`src/sv/sac_pkg.sv`:
```
// Shared geometry, request codes and record types of the cache tag engine.
package sac_pkg;

	localparam int ADDR_W      = 48;
	localparam int BLOCK_OFS_W = 6;
	localparam int SET_BITS    = 6;
	localparam int SETS        = 1 << SET_BITS;
	localparam int WAYS        = 4;
	localparam int WAY_W       = (WAYS > 1) ? $clog2(WAYS) : 1;
	localparam int RANK_W      = WAY_W;
	localparam int TAG_W       = ADDR_W - BLOCK_OFS_W - SET_BITS;

	localparam logic [RANK_W-1:0] RANK_MAX = RANK_W'(WAYS - 1);

	localparam logic [1:0] REQ_READ     = 2'd0;
	localparam logic [1:0] REQ_WRITE    = 2'd1;
	localparam logic [1:0] REQ_PREFETCH = 2'd2;
	localparam logic [1:0] REQ_NONE     = 2'd3;

	typedef struct packed {
		logic [WAYS-1:0][TAG_W-1:0]  tag;
		logic [WAYS-1:0]             dirty;
		logic [WAYS-1:0]             pref;
		logic [WAYS-1:0][RANK_W-1:0] rank;
	} row_t;

	typedef struct packed {
		logic              hit;
		logic              prefetch_used;
		logic              fetch_valid;
		logic [ADDR_W-1:0] fetch_addr;
		logic              writeback_valid;
		logic [ADDR_W-1:0] writeback_addr;
	} result_t;

	typedef struct packed {
		logic            wr_en;
		row_t            row;
		logic [WAYS-1:0] valid;
	} upd_t;

endpackage

```
`src/sv/sac_lookup.sv`:
```
// Tag compare, victim choice, recency update and result build for one set.
module sac_lookup (
	input  logic [1:0]                  req_type,
	input  logic [sac_pkg::ADDR_W-1:0]  req_addr,
	input  sac_pkg::row_t               row,
	input  logic [sac_pkg::WAYS-1:0]    line_valid,
	input  logic                        next_level_present,
	output sac_pkg::result_t            res,
	output sac_pkg::upd_t               upd
);
	import sac_pkg::*;

	logic [TAG_W-1:0]    tag;
	logic [SET_BITS-1:0] set_idx;
	logic                hit_any;
	logic                free_any;
	logic [WAY_W-1:0]    hit_way;
	logic [WAY_W-1:0]    free_way;
	logic [WAY_W-1:0]    victim;
	logic [WAY_W-1:0]    sel_way;
	logic [RANK_W-1:0]   old_rank;
	logic                is_write;
	logic                is_pf;
	logic                is_none;

	assign tag      = req_addr[ADDR_W-1 -: TAG_W];
	assign set_idx  = req_addr[BLOCK_OFS_W +: SET_BITS];
	assign is_write = (req_type == REQ_WRITE);
	assign is_pf    = (req_type == REQ_PREFETCH);
	assign is_none  = (req_type == REQ_NONE);

	always_comb begin
		hit_any  = 1'b0;
		free_any = 1'b0;
		hit_way  = '0;
		free_way = '0;
		for (int w = 0; w < WAYS; w++) begin
			if (line_valid[w] && row.tag[w] == tag) begin
				hit_any = 1'b1;
				hit_way = WAY_W'(w);
			end
			if (!line_valid[w] && !free_any) begin
				free_any = 1'b1;
				free_way = WAY_W'(w);
			end
		end
	end

	always_comb begin
		victim = '0;
		for (int w = 1; w < WAYS; w++) begin
			if (row.rank[w] > row.rank[victim]) begin
				victim = WAY_W'(w);
			end
		end
	end

	always_comb begin
		priority if (hit_any) begin
			sel_way = hit_way;
		end else if (free_any) begin
			sel_way = free_way;
		end else begin
			sel_way = victim;
		end
	end

	assign old_rank = line_valid[sel_way] ? row.rank[sel_way] : RANK_MAX;

	always_comb begin
		upd.row   = row;
		upd.valid = line_valid;
		upd.wr_en = !is_none && !(hit_any && is_pf);
		for (int w = 0; w < WAYS; w++) begin
			if (WAY_W'(w) != sel_way && line_valid[w] && row.rank[w] < old_rank &&
					row.rank[w] != RANK_MAX) begin
				upd.row.rank[w] = row.rank[w] + 1'b1;
			end
		end
		upd.row.rank[sel_way] = '0;
		if (hit_any) begin
			upd.row.dirty[sel_way] = row.dirty[sel_way] | is_write;
			upd.row.pref[sel_way]  = 1'b0;
		end else begin
			upd.valid[sel_way]     = 1'b1;
			upd.row.tag[sel_way]   = tag;
			upd.row.dirty[sel_way] = is_write;
			upd.row.pref[sel_way]  = is_pf;
		end
	end

	always_comb begin
		res = '0;
		if (!is_none) begin
			res.hit = hit_any;
			if (hit_any) begin
				res.prefetch_used = !is_pf && row.pref[hit_way];
			end else begin
				res.fetch_valid     = next_level_present;
				res.fetch_addr      = next_level_present ? req_addr : '0;
				res.writeback_valid = line_valid[sel_way] && row.dirty[sel_way] &&
					next_level_present;
				if (res.writeback_valid) begin
					res.writeback_addr = {row.tag[sel_way], set_idx, {BLOCK_OFS_W{1'b0}}};
				end
			end
		end
	end

endmodule

```
`config.mk`:
```
export PLATFORM = sky130hd
export DESIGN_NAME = sac_lookup
export DESIGN_NICKNAME = d
export VERILOG_FILES = /design/src/sv/sac_pkg.sv /design/src/sv/sac_lookup.sv
export SDC_FILE = /design/constraint.sdc
export NUM_CORES = 1
export LEC_CHECK = 0
export ABC_CLOCK_PERIOD_IN_PS = 4600
export BUFFER_PORTS_ARGS = -buffer_cell sky130_fd_sc_hd__buf_2
export CORE_AREA = 2 2 188 190
export DETAILED_ROUTE_END_ITERATION = 10
export DIE_AREA = 0 0 190 192
export GPL_TIMING_DRIVEN = 0
export MAX_ROUTING_LAYER = met4
export PLACE_DENSITY = 0.41
export SETUP_SLACK_MARGIN = 0.5
export SLEW_MARGIN = 15
export SYNTH_ARGS = -nofsm -noshare
export SYNTH_HDL_FRONTEND = slang
export SYNTH_SLANG_ARGS = --single-unit
```
`constraint.sdc`:
```
create_clock -name vclk -period 4.6
set_input_delay 0 -clock vclk [all_inputs]
set_output_delay 0 -clock vclk [all_outputs]
set_load 0.1 [all_outputs]
```
==> key figures <==
Status
  – Outcome: finished clean

Clock network
  – CTS Hold Buffers Added: 0

Floorplanning
  – Core region area: around 34000 um^2
  – Starting density of the core: 0.186
  – Y dimension of the die: approximately 190 um
  – Top-Level Pins: 480
  – Die footprint: roughly 36000 um^2
  – Number of placement rows: 68
  – Die Width: 190 um

Yosys
  – Sequential area share after synthesis: 0
  – Cell types occupying the most area after synthesis: mux2_2 31%, xor2_1 14%, xnor2_1 5.9%
  – Post-synthesis cell area: 6370 um^2
  – Most common cell in the netlist: mux2_2
  – Fraction of synthesized cell area taken by the top area cell type: 0.308
  – Top cells by instance count after synthesis: 174 x mux2_2, 101 x xor2_1, 60 x nor2_1
  – Synthesized netlist cell count: roughly 830
  – Cell taking the most area after synthesis: mux2_2
  – Count of warnings emitted by yosys: 0
  – Distinct cells, synth: 65
  – Average footprint of a synthesized cell: between 7 and 8 um^2

Placed design
  – Post-DP HPWL: approximately 39 mm
  – Weighted congestion at the end of routability-driven global placement: between 0.9 and 1
  – Total cell area at the placement stage: between 9000 and 10000 um^2
  – # port buffers: between 400 and 500

Layout
  – Clock buffer count in the final layout: 0
  – Area delta synth->final: 86.6%
  – Flip-flop and latch count: 0
  – Number of fill cells in the layout: ~3700
  – Proportion of layout cells with a drive suffix above 1: 0.630
  – Layout net count: between 1500 and 2000
  – Area of all placed cells without fillers: about 12000 um^2
  – Area of the multi-input gates: 6660 um^2
  – Sequential cell area in the final layout: 0 um^2
  – Antenna diode instance count: 0

Drt
  – Number of design-rule violations left by the first detailed-router iteration: about 540
  – Via/cell ratio: between 4 and 5
  – First-pass iteration count of the detailed router: 8
  – Routed wire length: around 47 mm
  – Total via count after detailed routing: 8865
  – DRC: 0
  – Post-DR wirelength/cell: between 20 and 30 um
  – Number of antenna-violating nets in the routed design: 0

Global routing
  – Overflow left after global routing: 0
  – Vias in the first global route: between 8000 and 9000
  – Global-route wire length before repair: roughly 65 mm
  – Total global-route track usage: 0.252
  – Largest net degree at the start of global routing: 11
  – Initial antenna violation count: 0

Critical path
  – Critical path data arrival time: ~4.4 ns
  – Critical Path Fanout Max: 6
  – Required time at the endpoint of the critical path: around 4.6 ns
  – Worst setup path category: input pin to primary output
  – Sort of element at the start of the critical path: input pin
  – Critical Path End Type: primary output
  – Critical Path Source: row[1]

Timing
  – Least-Margin Pin Slew: around 1.0 ns
  – Peak Freq: between 0.2 and 0.25 GHz
  – Worst hold slack after final layout: approximately 0.4 ns
  – Final hold vios: 0
  – Share of the cycle needed by the critical path after routing: 0.949
  – Shortest clock period the worst path allows after layout: about 4.4 ns
  – RSZ-0062 raised after global routing: yes
  – Count of final max-slew check failures: 0
  – Endpoints failing setup: 0
  – Normalized max-slew margin: 0.307

Worst hold path
  – Hold Path Class: input pin to primary output
  – Sink of the worst hold path: res[7]
  – Cell depth of the worst hold path: 4
  – Start point of the worst min-delay path: req_addr[7]

Job
  – Maximum capacitance violations: 0

Power
  – Peak supply drop: ~130 uV
  – Leakage power figure: roughly 5.1 nW
  – Cell area power density: roughly 260 nW/um^2
-- final cells by class --
| class | count | area share |
|---|---|---|
| Buffer | 88 | 0.0523 |
| Inverter | 24 | 0.00937 |
| Multi-Input combinational cell | 722 | 0.560 |
| Tap cell | 455 | 0.0479 |
| Timing Repair Buffer | 493 | 0.331 |
-- power by group --
| part | internal [W] | leakage, nW | switching, W |
|---|---|---|---|
| registers | 0 | 0 | 0 |
| clock network | 0 | 0 | 0 |
| logic | 0.000851 | 5.08 | 0.00222 |
| total | 0.000851 | 5.08 | 0.00222 |
-- cells in the final DEF (no fill, tap or decap), types with 4 or more instances in the layout --
cell,n
clkbuf_4,8
a21oi_1,7
nor2_1,13
mux2_2,173
buf_2,275
and2_1,41
nor2b_1,7
xnor2_1,43
o21ai_2,4
xor2_1,100
buf_12,65
nor4_1,39
or4_1,10
conb_1,6
ha_1,10
or2_2,4
buf_16,5
inv_1,20
o21ai_4,6
buf_6,27
nand2b_1,8
clkbuf_1,36
o211ai_1,6
o21ai_0,7
clkbuf_2,12
a222oi_1,36
mux2_4,6
nand4_1,27
nor2_4,48
nor3_1,19
nand2_1,25
buf_8,4
a21oi_2,5
buf_4,149
-- worst max path at each step --
stage / end
after floorplan: upd[10]
after detailed placement: res[17]
final: upd[8]
after global placement: res[17]
after global routing: upd[8]
after CTS: res[45]
-- critical path: stages --
cell and delay, ns:
buf_12 0.08, clkinvlp_4 0.10, ha_4 0.31, nor2_4 0.04, o22ai_4 0.13, nand2_2 0.07
o21ai_2 0.07, ha_1 0.24, nand2_1 0.08, o21a_2 0.18, nor2_1 0.05, a21oi_1 0.13
ha_1 0.27, nor2b_4 0.14, o21ai_4 0.16, o211ai_1 0.15, a31o_2 0.27, a21oi_4 0.19
buf_6 0.14, buf_6 0.09, mux2i_4 0.08, o211ai_4 0.32, o21ai_4 0.13, buf_4 0.15
a22oi_2 0.27, mux2i_4 0.30, buf_12 0.19
-- per-layer routing --
layer | share of wire | vias to the layer above | global-route usage | routed length, um
met1 | 0.42 | 4387 | 0.319 | 20100
met5 | 0 | - | - | 0
met3 | 0.049 | 18 | 0.0164 | 2310
met4 | 0.011 | 0 | 0.0227 | 508
li1 | - | 4063 | - | -
met2 | 0.52 | 397 | 0.455 | 24500
-- stage by stage --
stage / util / total power (W) / setup slack, ns / instances / setup TNS [ns]
floorplan: - / 0.00210 / 0.191 / 834 / 0
global placement: 0.282 / 0.00270 / -0.928 / 1725 / -94.19
finish: 0.347 / 0.00307 / 0.234 / 1782 / 0
global route: 0.347 / 0.00317 / 0.0545 / 1782 / 0
detailed placement: 0.283 / 0.00270 / -0.920 / 1725 / -97.89
CTS: 0.332 / 0.00298 / 0.169 / 1762 / 0
-- cells by family after synthesis --
group	share of synthesized area
compound gates	0.132
xor+xnor	0.198
fa+ha+maj	0.0216
buf+inv	0.0803
mux	0.328
other cells	0.000589
simple gates	0.240
-- timing repair --
action / in CTS / in global routing
pin swaps: 43 / 42
endpoints found under the setup margin: 207 / 247
buffers inserted: 34 / 20
resized for setup: 398 / 104
gates cloned: 3 / 0
Power figures use the tool's default switching activity.
